==> src/hw/rtl/uer_pkg.sv <==
`default_nettype none
package uer_pkg;

    // configuration port
    localparam int ADDR_W = 5;
    localparam int DATA_W = 32;
    localparam int IDX_W  = 3;

    localparam logic [IDX_W-1:0] REG_TRIG_TICKS   = 3'd0;
    localparam logic [IDX_W-1:0] REG_RISE_TIMEOUT = 3'd1;
    localparam logic [IDX_W-1:0] REG_ECHO_TIMEOUT = 3'd2;
    localparam logic [IDX_W-1:0] REG_SCALE_Q16    = 3'd3;
    localparam logic [IDX_W-1:0] REG_BIN_DEPTH    = 3'd4;
    localparam logic [IDX_W-1:0] REG_MIN_DIST     = 3'd5;

    // field widths
    localparam int TRIG_W  = 12;
    localparam int TO_W    = 20;
    localparam int SCALE_W = 16;
    localparam int CM_W    = 10;
    localparam int PCT_W   = 7;
    localparam int NUM_W   = CM_W + PCT_W;   // (dist - min) * 100 fits here

    localparam int DIV_STEPS = 7;
    localparam int DCNT_W    = 3;

    localparam logic [PCT_W-1:0] PCT_FULL = 7'd100;

    // stream words
    localparam int S_TDATA_W = 8;
    localparam int OUT_W     = 20;
    localparam int M_TDATA_W = 24;

    typedef struct packed {
        logic [TRIG_W-1:0]  trig_ticks;
        logic [TO_W-1:0]    rise_timeout;
        logic [TO_W-1:0]    echo_timeout;
        logic [SCALE_W-1:0] scale_q16;
        logic [CM_W-1:0]    depth_cm;
        logic [CM_W-1:0]    min_cm;
    } t_cfg;

    localparam t_cfg CFG_RESET = '{
        trig_ticks:   12'd192,
        rise_timeout: 20'd65535,
        echo_timeout: 20'd393216,
        scale_q16:    16'd705,
        depth_cm:     10'd50,
        min_cm:       10'd5
    };

    typedef struct packed {
        logic capture;
        logic step;
        logic mul;
        logic clamp;
        logic prep;
        logic div_step;
        logic load;
    } t_cmd;

    typedef struct packed {
        logic finish;
        logic need_mul;
        logic need_div;
        logic div_last;
    } t_status;

endpackage
`default_nettype wire

==> src/hw/rtl/uer_regs.sv <==
`default_nettype none
module uer_regs (
    input  logic                       i_clk,
    input  logic                       i_rst_n,
    input  logic                       i_psel,
    input  logic                       i_penable,
    input  logic                       i_pwrite,
    input  logic [uer_pkg::ADDR_W-1:0] i_paddr,
    input  logic [uer_pkg::DATA_W-1:0] i_pwdata,
    output logic [uer_pkg::DATA_W-1:0] o_prdata,
    output logic                       o_pready,
    output uer_pkg::t_cfg              o_cfg
);
    import uer_pkg::*;

    t_cfg             r_cfg;
    t_cfg             n_cfg;
    logic             wr_en;
    logic [IDX_W-1:0] idx;

    assign wr_en    = i_psel && i_penable && i_pwrite;
    assign idx      = i_paddr[ADDR_W-1:2];
    assign o_pready = 1'b1;
    assign o_cfg    = r_cfg;

    always_comb begin
        n_cfg = r_cfg;
        if (wr_en) begin
            case (idx)
                REG_TRIG_TICKS:   n_cfg.trig_ticks   = i_pwdata[TRIG_W-1:0];
                REG_RISE_TIMEOUT: n_cfg.rise_timeout = i_pwdata[TO_W-1:0];
                REG_ECHO_TIMEOUT: n_cfg.echo_timeout = i_pwdata[TO_W-1:0];
                REG_SCALE_Q16:    n_cfg.scale_q16    = i_pwdata[SCALE_W-1:0];
                REG_BIN_DEPTH:    n_cfg.depth_cm     = i_pwdata[CM_W-1:0];
                REG_MIN_DIST:     n_cfg.min_cm       = i_pwdata[CM_W-1:0];
                default:          n_cfg = r_cfg;
            endcase
        end
    end

    always_ff @(posedge i_clk) begin
        if (!i_rst_n) begin
            r_cfg <= CFG_RESET;
        end else begin
            r_cfg <= n_cfg;
        end
    end

    always_comb begin
        case (idx)
            REG_TRIG_TICKS:   o_prdata = DATA_W'(r_cfg.trig_ticks);
            REG_RISE_TIMEOUT: o_prdata = DATA_W'(r_cfg.rise_timeout);
            REG_ECHO_TIMEOUT: o_prdata = DATA_W'(r_cfg.echo_timeout);
            REG_SCALE_Q16:    o_prdata = DATA_W'(r_cfg.scale_q16);
            REG_BIN_DEPTH:    o_prdata = DATA_W'(r_cfg.depth_cm);
            REG_MIN_DIST:     o_prdata = DATA_W'(r_cfg.min_cm);
            default:          o_prdata = '0;
        endcase
    end

endmodule
`default_nettype wire

==> src/hw/rtl/uer_ctrl.sv <==
`default_nettype none
module uer_ctrl (
    input  logic             i_clk,
    input  logic             i_rst_n,
    input  logic             i_s_valid,
    output logic             o_s_ready,
    output logic             o_m_valid,
    input  logic             i_m_ready,
    input  uer_pkg::t_status i_status,
    output uer_pkg::t_cmd    o_cmd
);
    import uer_pkg::*;

    typedef enum logic [2:0] {
        S_IN,
        S_STEP,
        S_MUL,
        S_CLAMP,
        S_PREP,
        S_DIV,
        S_PUT
    } t_state;

    t_state r_state;
    t_state n_state;
    logic   r_m_valid;
    logic   n_m_valid;
    t_cmd   cmd;

    assign o_s_ready = (r_state == S_IN);
    assign o_m_valid = r_m_valid;
    assign o_cmd     = cmd;

    always_comb begin
        cmd     = '0;
        n_state = r_state;
        case (r_state)
            S_IN: begin
                cmd.capture = i_s_valid;
                if (i_s_valid) n_state = S_STEP;
            end
            S_STEP: begin
                cmd.step = 1'b1;
                if (i_status.finish && i_status.need_mul) n_state = S_MUL;
                else if (i_status.finish)                 n_state = S_PREP;
                else                                      n_state = S_PUT;
            end
            S_MUL: begin
                cmd.mul = 1'b1;
                n_state = S_CLAMP;
            end
            S_CLAMP: begin
                cmd.clamp = 1'b1;
                n_state   = S_PREP;
            end
            S_PREP: begin
                cmd.prep = 1'b1;
                n_state  = i_status.need_div ? S_DIV : S_PUT;
            end
            S_DIV: begin
                cmd.div_step = 1'b1;
                if (i_status.div_last) n_state = S_PUT;
            end
            S_PUT: begin
                // output register free or emptying this cycle
                cmd.load = !r_m_valid || i_m_ready;
                if (cmd.load) n_state = S_IN;
            end
            default: n_state = S_IN;
        endcase
        n_m_valid = cmd.load ? 1'b1 : (r_m_valid && !i_m_ready);
    end

    always_ff @(posedge i_clk) begin
        if (!i_rst_n) begin
            r_state   <= S_IN;
            r_m_valid <= 1'b0;
        end else begin
            r_state   <= n_state;
            r_m_valid <= n_m_valid;
        end
    end

endmodule
`default_nettype wire

==> src/hw/rtl/uer_datapath.sv <==
`default_nettype none
module uer_datapath #(
    parameter int COUNT_BITS = 20
) (
    input  logic                      i_clk,
    input  logic                      i_rst_n,
    input  uer_pkg::t_cfg             i_cfg,
    input  uer_pkg::t_cmd             i_cmd,
    input  logic                      i_start,
    input  logic                      i_echo,
    output uer_pkg::t_status          o_status,
    output logic [uer_pkg::OUT_W-1:0] o_word
);
    import uer_pkg::*;

    localparam int CW     = (COUNT_BITS + 1 > TO_W) ? COUNT_BITS + 1 : TO_W;
    localparam int PROD_W = COUNT_BITS + SCALE_W;

    typedef enum logic [1:0] {
        PH_IDLE,
        PH_TRIG,
        PH_RISE,
        PH_HIGH
    } t_phase;

    t_phase                  r_phase;
    t_phase                  n_phase;
    logic [COUNT_BITS-1:0]   r_count;
    logic [COUNT_BITS-1:0]   n_count;

    logic                    r_start;
    logic                    r_echo;
    logic                    r_trig;
    logic                    r_done;
    logic                    r_to;
    logic [CM_W-1:0]         r_dist;
    logic [PCT_W-1:0]        r_fill;
    logic [PROD_W-1:0]       r_prod;
    logic [NUM_W-1:0]        r_rem;
    logic [NUM_W-1:0]        r_dsr;
    logic [PCT_W-1:0]        r_quo;
    logic [DCNT_W-1:0]       r_dcnt;
    logic [OUT_W-1:0]        r_word;

    // one tick of the ranging sequence
    logic [COUNT_BITS:0]     inc;
    logic [CW-1:0]           inc_ext;
    logic                    over_rise;
    logic                    over_echo;
    logic                    trig_end;
    logic                    s_trig;
    logic                    s_finish;
    logic                    s_to;
    logic                    s_mul;

    logic [COUNT_BITS-1:0]   prod_cm;
    logic [CM_W-1:0]         clamped;
    logic                    at_empty;
    logic                    at_full;
    logic [CM_W-1:0]         dist_m;
    logic [CM_W-1:0]         den;
    logic                    ge;
    logic [NUM_W-1:0]        rem_n;
    logic [PCT_W-1:0]        quo_n;

    assign inc       = {1'b0, r_count} + 1'b1;
    assign inc_ext   = CW'(inc);
    // carry out of the counter counts as reaching the limit
    assign over_rise = (inc_ext > CW'(i_cfg.rise_timeout)) || inc[COUNT_BITS];
    assign over_echo = (inc_ext > CW'(i_cfg.echo_timeout)) || inc[COUNT_BITS];
    assign trig_end  = r_count >= COUNT_BITS'(i_cfg.trig_ticks);

    always_comb begin
        s_trig   = 1'b0;
        s_finish = 1'b0;
        s_to     = 1'b0;
        s_mul    = 1'b0;
        n_phase  = r_phase;
        n_count  = r_count;
        case (r_phase)
            PH_IDLE: begin
                if (r_start) begin
                    s_trig  = 1'b1;
                    n_phase = PH_TRIG;
                    n_count = COUNT_BITS'(1);
                end
            end
            PH_TRIG: begin
                if (trig_end) begin
                    n_phase = PH_RISE;
                    n_count = '0;
                end else begin
                    s_trig  = 1'b1;
                    n_count = inc[COUNT_BITS-1:0];
                end
            end
            PH_RISE: begin
                if (r_echo) begin
                    n_phase = PH_HIGH;
                    n_count = COUNT_BITS'(1);
                end else if (over_rise) begin
                    s_finish = 1'b1;
                    s_to     = 1'b1;
                    n_phase  = PH_IDLE;
                    n_count  = '0;
                end else begin
                    n_count = inc[COUNT_BITS-1:0];
                end
            end
            PH_HIGH: begin
                if (!r_echo) begin
                    // count kept for the multiply, cleared there
                    s_finish = 1'b1;
                    s_mul    = 1'b1;
                    n_phase  = PH_IDLE;
                end else if (over_echo) begin
                    s_finish = 1'b1;
                    s_to     = 1'b1;
                    n_phase  = PH_IDLE;
                    n_count  = '0;
                end else begin
                    n_count = inc[COUNT_BITS-1:0];
                end
            end
            default: n_phase = PH_IDLE;
        endcase
    end

    assign prod_cm  = r_prod[PROD_W-1:SCALE_W];
    assign clamped  = (prod_cm > COUNT_BITS'(i_cfg.depth_cm)) ? i_cfg.depth_cm
                                                              : prod_cm[CM_W-1:0];
    assign at_empty = r_dist >= i_cfg.depth_cm;
    assign at_full  = r_dist <= i_cfg.min_cm;
    assign dist_m   = r_dist - i_cfg.min_cm;
    assign den      = i_cfg.depth_cm - i_cfg.min_cm;

    // restoring divider, one quotient bit per cycle, MSB first
    assign ge    = r_rem >= r_dsr;
    assign rem_n = ge ? (r_rem - r_dsr) : r_rem;
    assign quo_n = {r_quo[PCT_W-2:0], ge};

    always_ff @(posedge i_clk) begin
        if (!i_rst_n) begin
            r_phase <= PH_IDLE;
            r_count <= '0;
        end else if (i_cmd.step) begin
            r_phase <= n_phase;
            r_count <= n_count;
        end else if (i_cmd.mul) begin
            r_count <= '0;
        end
    end

    always_ff @(posedge i_clk) begin
        if (i_cmd.capture) begin
            r_start <= i_start;
            r_echo  <= i_echo;
        end
        if (i_cmd.step) begin
            r_trig <= s_trig;
            r_done <= s_finish;
            r_to   <= s_to;
            r_dist <= s_to ? i_cfg.depth_cm : '0;
            r_fill <= '0;
        end
        if (i_cmd.mul) begin
            r_prod <= PROD_W'(r_count) * PROD_W'(i_cfg.scale_q16);
        end
        if (i_cmd.clamp) begin
            r_dist <= clamped;
        end
        if (i_cmd.prep) begin
            if (at_empty) begin
                r_fill <= '0;
            end else if (at_full) begin
                r_fill <= PCT_FULL;
            end
            r_rem  <= NUM_W'(dist_m) * NUM_W'(PCT_FULL);
            r_dsr  <= NUM_W'(den) << (DIV_STEPS - 1);
            r_quo  <= '0;
            r_dcnt <= DCNT_W'(DIV_STEPS - 1);
        end
        if (i_cmd.div_step) begin
            r_rem  <= rem_n;
            r_dsr  <= r_dsr >> 1;
            r_quo  <= quo_n;
            r_dcnt <= r_dcnt - 1'b1;
            if (r_dcnt == '0) r_fill <= PCT_FULL - quo_n;
        end
        if (i_cmd.load) begin
            r_word <= {r_to, r_fill, r_dist, r_done, r_trig};
        end
    end

    assign o_status.finish   = s_finish;
    assign o_status.need_mul = s_mul;
    assign o_status.need_div = !at_empty && !at_full;
    assign o_status.div_last = (r_dcnt == '0);
    assign o_word            = r_word;

endmodule
`default_nettype wire

==> src/hw/rtl/ultrasonic_echo_ranger_core.sv <==
// Sequence: each accepted tick word steps the ranger and is loaded into the result register; a tick
//   ending a measurement on echo adds multiply and clamp, and a partial fill the 7-step fill divider.
// Flow: the sequencer handles one word at a time and takes no new tick word until the last one is
//   loaded; the output register frees the input side.
// Reset: synchronous, active low; registers return to defaults, ranger goes idle,
//   no result word pending.
`default_nettype none
module ultrasonic_echo_ranger_core #(
    parameter int COUNT_BITS = 20
) (
    input  logic                          i_clk,
    input  logic                          i_rst_n,
    // configuration
    input  logic                          psel,
    input  logic                          penable,
    input  logic                          pwrite,
    input  logic [uer_pkg::ADDR_W-1:0]    paddr,
    input  logic [uer_pkg::DATA_W-1:0]    pwdata,
    output logic [uer_pkg::DATA_W-1:0]    prdata,
    output logic                          pready,
    // tick words in
    input  logic                          s_tvalid,
    output logic                          s_tready,
    input  logic [uer_pkg::S_TDATA_W-1:0] s_tdata,   // [0] start_req, [1] echo
    // result words out
    output logic                          m_tvalid,
    input  logic                          m_tready,
    // [0] trig, [1] done_res, [11:2] range_cm, [18:12] fill_percent, [19] timed_out
    output logic [uer_pkg::M_TDATA_W-1:0] m_tdata
);
    import uer_pkg::*;

    t_cfg             cfg;
    t_cmd             cmd;
    t_status          status;
    logic [OUT_W-1:0] word;

    uer_regs u_regs (
        .i_clk     (i_clk),
        .i_rst_n   (i_rst_n),
        .i_psel    (psel),
        .i_penable (penable),
        .i_pwrite  (pwrite),
        .i_paddr   (paddr),
        .i_pwdata  (pwdata),
        .o_prdata  (prdata),
        .o_pready  (pready),
        .o_cfg     (cfg)
    );

    uer_ctrl u_ctrl (
        .i_clk     (i_clk),
        .i_rst_n   (i_rst_n),
        .i_s_valid (s_tvalid),
        .o_s_ready (s_tready),
        .o_m_valid (m_tvalid),
        .i_m_ready (m_tready),
        .i_status  (status),
        .o_cmd     (cmd)
    );

    uer_datapath #(
        .COUNT_BITS (COUNT_BITS)
    ) u_datapath (
        .i_clk    (i_clk),
        .i_rst_n  (i_rst_n),
        .i_cfg    (cfg),
        .i_cmd    (cmd),
        .i_start  (s_tdata[0]),
        .i_echo   (s_tdata[1]),
        .o_status (status),
        .o_word   (word)
    );

    assign m_tdata = M_TDATA_W'(word);

endmodule
`default_nettype wire

==> config.mk <==
export PLATFORM = sky130hd
export DESIGN_NAME = ultrasonic_echo_ranger_core
export DESIGN_NICKNAME = d
export VERILOG_FILES = /design/src/hw/rtl/uer_pkg.sv /design/src/hw/rtl/uer_regs.sv /design/src/hw/rtl/uer_ctrl.sv /design/src/hw/rtl/uer_datapath.sv /design/src/hw/rtl/ultrasonic_echo_ranger_core.sv
export SDC_FILE = /design/constraint.sdc
export NUM_CORES = 1
export LEC_CHECK = 0
export ABC_AREA = 1
export ABC_CLOCK_PERIOD_IN_PS = 7210
export BUFFER_PORTS_ARGS = -buffer_cell sky130_fd_sc_hd__clkbuf_2
export CORE_MARGIN = 2
export CORE_UTILIZATION = 60
export CTS_CLUSTER_DIAMETER = 40
export CTS_CLUSTER_SIZE = 12
export DETAILED_ROUTE_END_ITERATION = 7
export PLACE_DENSITY = 0.78
export SLEW_MARGIN = 25
export SYNTH_ARGS = -nofsm -noshare
export SYNTH_HDL_FRONTEND = slang
export SYNTH_SLANG_ARGS = --single-unit
export TNS_END_PERCENT = 10
==> constraint.sdc <==
create_clock -name i_clk -period 7.21 [get_ports i_clk]
set_clock_uncertainty 0.15 [all_clocks]
set_input_delay 0.3605 -clock i_clk [delete_from_list [all_inputs] [get_ports i_clk]]
set_output_delay 0.3605 -clock i_clk [all_outputs]
set_load 0.005 [all_outputs]
Yosys cells after proc, flatten, opt, wreduce, memory -nomap -nowiden
Cells that the tools add are included.
{"block": "op_classes", "addsub": 6, "mul": 2, "magnitude_cmp": 7, "eq_ne": 24, "muxes": 63, "n_reduce_logical": 29}
{"cell": "$mux 20", "n": 8}
{"cell": "$pmux 20 s6", "n": 1}
{"cell": "$pmux 20 s4", "n": 1}
{"cell": "$mux 17", "n": 3}
{"cell": "$gt 21x20->1", "n": 2}
{"cell": "$mux 7", "n": 6}
{"cell": "$mux 10", "n": 4}
{"cell": "$mul 20x16->36", "n": 1}
{"cell": "$add 20x1->21 const B", "n": 1}
{"cell": "$pmux 3 s7", "n": 1}
{"cell": "$ge 20x12->1", "n": 1}
{"cell": "$gt 20x10->1", "n": 1}
{"cell": "$sub 10x10->10", "n": 2}
{"cell": "$mux 3", "n": 6}
{"cell": "$ge 17x16->1", "n": 1}
{"cell": "$mux 1", "n": 17}
{"cell": "$sub 17x16->17", "n": 1}
{"cell": "$mux 16", "n": 1}
{"cell": "$mux 2", "n": 8}
{"cell": "$eq 3x3->1 const B", "n": 5}
{"cell": "$mul 10x5->15 const B", "n": 1}
{"cell": "$mux 15", "n": 1}
{"cell": "$reduce_and 2->1", "n": 7}
{"cell": "$eq 3x2->1 const B", "n": 4}
{"cell": "other kinds (23)", "n": 47}
{"block": "totals", "register_bits": 234, "input_bits": 52, "word_cells": 155}

Depth between registers and ports, before layout
{"block": "depth", "word_depth": 9, "depth_mapped": 27, "ltp_nobuf": 27}

Modules after synthesis
From an unflattened synthesis, not the netlist that was laid out.
{"block": "unflattened", "cells_unflattened": 3375, "hier_area_um2": 25238.0}
{"module": "uer_datapath", "n_inst": 1, "cells_per_inst": 2630, "area_each_um2": 20452.1}
{"module": "uer_regs", "n_inst": 1, "cells_per_inst": 683, "area_each_um2": 4435.5}
{"module": "uer_ctrl", "n_inst": 1, "cells_per_inst": 57, "area_each_um2": 316.6}
{"module": "ultrasonic_echo_ranger_core", "n_inst": 1, "cells_per_inst": 5, "area_each_um2": 33.8}

Least setup slack after synthesis
No wires, ideal clock.
{"block": "synth_path", "path_kind": "flip-flop to flip-flop", "start": "reg u_datapath.r_count[11]", "end": "reg u_datapath.r_prod[33], data pin", "setup_time_ns": 0.252, "arrival_ns": 5.522, "required_time_ns": 6.808, "slack_ns": 1.286, "path_stages_with_launch": 22, "path_buffers": 2, "period_less_slack_ns": 5.924, "cell_sequence": "dfxtp_1 > clkbuf_1 > buf_1 > nand2_1 > fa_1 > inv_1 > fa_1 > fa_1 > fa_1 > fa_1 > inv_1 > fa_1 > inv_1 > ha_1 > a21oi_1 > inv_1 > a31oi_1 > o21ai_0 > a211oi_1 > nand2_1 > nand2_1 > nand2_1"}
{"block": "synth_via", "elab_chain_cells": 1}
{"item": "from (decl)", "line": "uer_datapath.sv:28", "text": "logic [COUNT_BITS-1:0] r_count;"}
{"item": "from (signal assigned)", "line": "uer_datapath.sv:148", "text": "r_count <= n_count;"}
{"item": "$mul 20x16->36", "line": "uer_datapath.sv:167", "text": "r_prod <= PROD_W'(r_count) * PROD_W'(i_cfg.scale_q16);"}
{"item": "to (signal assigned)", "line": "uer_datapath.sv:167"}
{"item": "to (decl)", "line": "uer_datapath.sv:38", "text": "logic [PROD_W-1:0] r_prod;"}
Every way passes these cells.
A chain may end at the register's enable or synchronous reset.

Worst setup path after layout
{"block": "layout_path", "start": "reg u_regs.r_cfg, in the netlist u_regs.o_cfg[27]", "end": "reg u_datapath.r_prod[33], data pin"}
{"block": "layout_via", "elab_chain_cells": 1}
{"item": "from (decl)", "line": "uer_regs.sv:16", "text": "t_cfg r_cfg;"}
{"item": "from (signal assigned)", "line": "uer_regs.sv:45", "text": "r_cfg <= n_cfg;"}
{"item": "$mul 20x16->36", "line": "uer_datapath.sv:167"}
Every way passes these cells.

==> key figures <==
Status
  – Status: completed

Worst setup path
  – R2R cell count: 20
  – Crit path capture: u_datapath.r_prod[33]
  – Worst Setup Start Kind: register
  – Top Family by Delay on Critical Path: adder cells
  – Setup crit end kind: register
  – Register-to-register setup slack: 0.79 ns
  – Max FO, Critical Path: 12
  – Worst path slowest cell: dfxtp_1
  – Worst endpoint data arrival time: between 6 and 7 ns
  – Worst path max stage delay: approximately 0.75 ns
  – CP cell instances: buf_4 -> nand2_1 -> fa_1 -> inv_1 -> fa_1 -> fa_1 -> fa_1 -> fa_1 -> inv_1 -> fa_1 -> inv_1 -> ha_1 -> a21oi_1 -> inv_1 -> a31oi_1 -> o21ai_0 -> a211oi_1 -> nand2_1 -> nand2_1 -> nand2_1
  – Critical path type: reg -> reg
  – FF-to-FF Start: u_regs.o_cfg[27]
  – CP most frequent cell: fa_1
  – CP Buf/Inv Count: 5
  – Crit path required time: 7.36 ns
  – Launch point of the critical path: u_regs.o_cfg[27]
  – Crit path depth: 20
  – RR Endpoint: u_datapath.r_prod[33]

Clock tree
  – Clk slew on worst S/H paths: 0.06 ns
  – Total setup buffers inserted after CTS: 0
  – TritonCTS Buffers: 41
  – Sink Count: 218
  – Clk root buf: clkbuf_16
  – Worst-skew pair later-pin latency: 0.58 ns
  – Maximum root-to-sink buffer count: 3
  – CTS H-tree lvls: 2
  – CTS tree: done

Floorplanning
  – Die width: 206 µm
  – Starting Density: 0.605
  – Core ar.: just over 40000 µm²
  – Chip height: 206 µm
  – Row count: 74
  – Count of boundary I/O pins: 111
  – Die area: 42500 µm²

Cells and area
  – Share of cells above drive strength 1: 0.0844
  – Fillers: 3324
  – Layout area overhead: 9.90%
  – Antenna Diode Count: 0
  – Final nets: 3796

Timing
  – Final Hold Fails: 0
  – Slew HR: 0.324
  – Actual slew at the worst max-slew pin: 1.01 ns
  – Slew Limit Fails: 0
  – RSZ-0062 raised after global routing: no
  – Fmax: 156 MHz
  – Setup TNS: 0 ns
  – Post-layout min period: 6.42 ns
  – Final clock period utilization by the worst path: 0.891
  – Finish-stage setup viols: 0
  – Final hold slack: around 0.021 ns

Yosys
  – Synthesized area: 24500 µm²
  – Sequential fraction of the synthesis area: 0.217
  – Seq cells post-synth: 218
  – Synth area leader: fa_1
  – Syn. warnings: 0
  – Mean post-synth cell area: between 7 and 8 µm²
  – Main synth FF type: dfxtp_1
  – FFs w/ async S/R, synth: 0
  – EDFF count, synth: 97
  – Yosys top cell area share: 0.210
  – Synth area leaders: fa_1, ha_1, edfxtp_1
  – Post-synth cell types: 55
  – Synthesized instance count: 3162

GRT
  – Grt met3 use: 0.0549
  – Grt ovf: 0
  – Grt met1 use: 0.422
  – Met2 usage: 0.539
  – Initial antenna violation count: 0
  – Largest net degree at the start of global routing: 90
  – Global-route wire length before repair: 108000 µm
  – Number of global-route vias before repair: 21300
  – Top Usage Layer GRT: met2
  – All-layer global routing usage: 0.325

Route
  – Detailed-route DRC error count: 0
  – DR WL/cell: 17.8 µm
  – Via count: 21400
  – DRT antenna net count: 0
  – Iter 0 DRT Violations: 2180
  – Drt pass-1 iters: 6
  – Total Wirelength: 67800 µm
  – Via/cell ratio: roughly 5.6

Placed design
  – HPWL after detailed placement: 52800 µm
  – Number of I/O port buffers: 73
  – Gpl congestion: 0.986

Power and ir drop
  – Max IR drop VDD: approximately 0.00031 V
  – PD cells: roughly 270 nW/µm²
  – Pleak: approximately 14 nW

Min path
  – Hold WC Path Type: in -> reg

Flow run
  – Max_cap viols: 0
routing by layer:
metal	wire length, µm	up-vias
met2	32000	998
met3	5880	205
li1	-	9983
met1	27300	10300
met4	2620	0
met5	0	-
kinds of logic (layout without fill, tap and decap cells):
kind of cell               count (synthesis)  in the layout  share of synthesized area
AOI/OAI and AO/OA                        479            479                      0.109
xor gates and xnor gates                  54             54                     0.0193
adders and majority gates                507            507                      0.337
buffers and inverters                    860            953                      0.137
DFF                                      218            218                      0.217
other                                      2             17                   0.000306
and+or+nand+nor                         1042           1042                      0.179
worst min-delay path, delay by kind of cell:
kind                   cells  cell delay (ns)
buffers and inverters      1             0.21
and+or+nand+nor            2             0.14
flip-flops by register name, indices dropped and copies added (netlist names), 6 cells and up:
register and flops:
u_datapath.r_dsr 16, u_datapath.r_count 20, u_datapath.r_rem 17, u_datapath.o_word 20
u_datapath.r_prod 20, u_datapath.r_quo 6, u_regs.o_cfg 88, u_datapath.r_dist 10
u_datapath.r_fill 7
Yosys cell counts, types with 3 or more instances:
master / number
buf_6: 3
nand3_1: 80
xnor2_1: 18
nand3_2: 11
buf_1: 16
inv_1: 713
dfxtp_1: 121
a221oi_1: 3
nor2_1: 177
a31oi_1: 5
xor2_1: 36
nor2_2: 6
o21bai_1: 5
o21a_1: 6
or2_2: 4
nor3b_1: 3
fa_1: 257
inv_2: 18
buf_2: 6
o221ai_1: 8
clkbuf_1: 81
a21oi_2: 10
buf_4: 21
o22ai_1: 16
ha_1: 250
nor3_2: 6
a21oi_1: 189
nand2_2: 11
nand4_1: 22
a22oi_1: 11
nor3_1: 28
edfxtp_1: 97
a211oi_1: 4
o21ai_1: 15
a22o_1: 3
o211ai_1: 30
o21ai_0: 164
nand2_1: 669
nor4_1: 12
nor2_4: 4
through the flow:
step	cells	setup slack (ns)	util	total power, mW	area (µm²)
detailed placement	3713	0.911	0.628	5.23	25500
CTS	3802	0.848	0.665	7.15	27000
global placement	3713	0.969	0.628	5.12	25500
floorplan	3177	1.29	-	4.41	24600
finish	3802	0.788	0.665	7.20	27000
global route	3802	0.479	0.665	7.79	27000
worst min-delay path by stage:
stage	from	to	slack (ns)	cells after the start
2_1_floorplan	u_datapath.r_trig	u_datapath.o_word[0]	0.25	0
3_3_place_gp	u_datapath.r_to	u_datapath.o_word[19]	0.25	0
3_5_place_dp	u_datapath.r_trig	u_datapath.o_word[0]	0.26	0
4_1_cts	pwdata[1]	u_regs.o_cfg[57]	0.002	3
5_1_grt	pwdata[2]	u_regs.o_cfg[58]	0.02	3
6_report	pwdata[7]	u_regs.o_cfg[27]	0.02	3
what timing repair did:
action	CTS	global route
hold buffers	13	0
hold endpoints to repair	25	0
gates resized for setup	0	0
layout make-up:
cell class | instances | area [µm²] | share of cell area
clock buffers | 51 | 1100 | 0.0410
clock inverters | 25 | 238 | 0.00882
inverters | 732 | 2750 | 0.102
multi-input cells | 2099 | 15900 | 0.590
flip-flops and latches | 218 | 5340 | 0.198
well taps | 532 | 666 | 0.0247
repair buffers | 145 | 951 | 0.0353
power breakdown:
part           total [mW]  internal (mW)  switching (mW)
Clock                1.88           1.17           0.704
Combinational        3.56           1.32            2.24
Sequential           1.76           1.62           0.137
cells in the final DEF (no fill, tap or decap), types with 22 or more instances in the layout:
cell	netlist	final
ha_1	250	250
nor2_1	177	176
fa_1	257	257
nand4_1	22	22
o21ai_0	164	164
dfxtp_1	121	121
nor3_1	28	28
xor2_1	36	36
nand2_1	669	669
clkbuf_2	0	73
nand3_1	80	80
a21oi_1	189	189
buf_4	21	58
o211ai_1	30	30
edfxtp_1	97	97
inv_1	713	713
clkbuf_16	0	42
(Power assumes the default switching activity.)
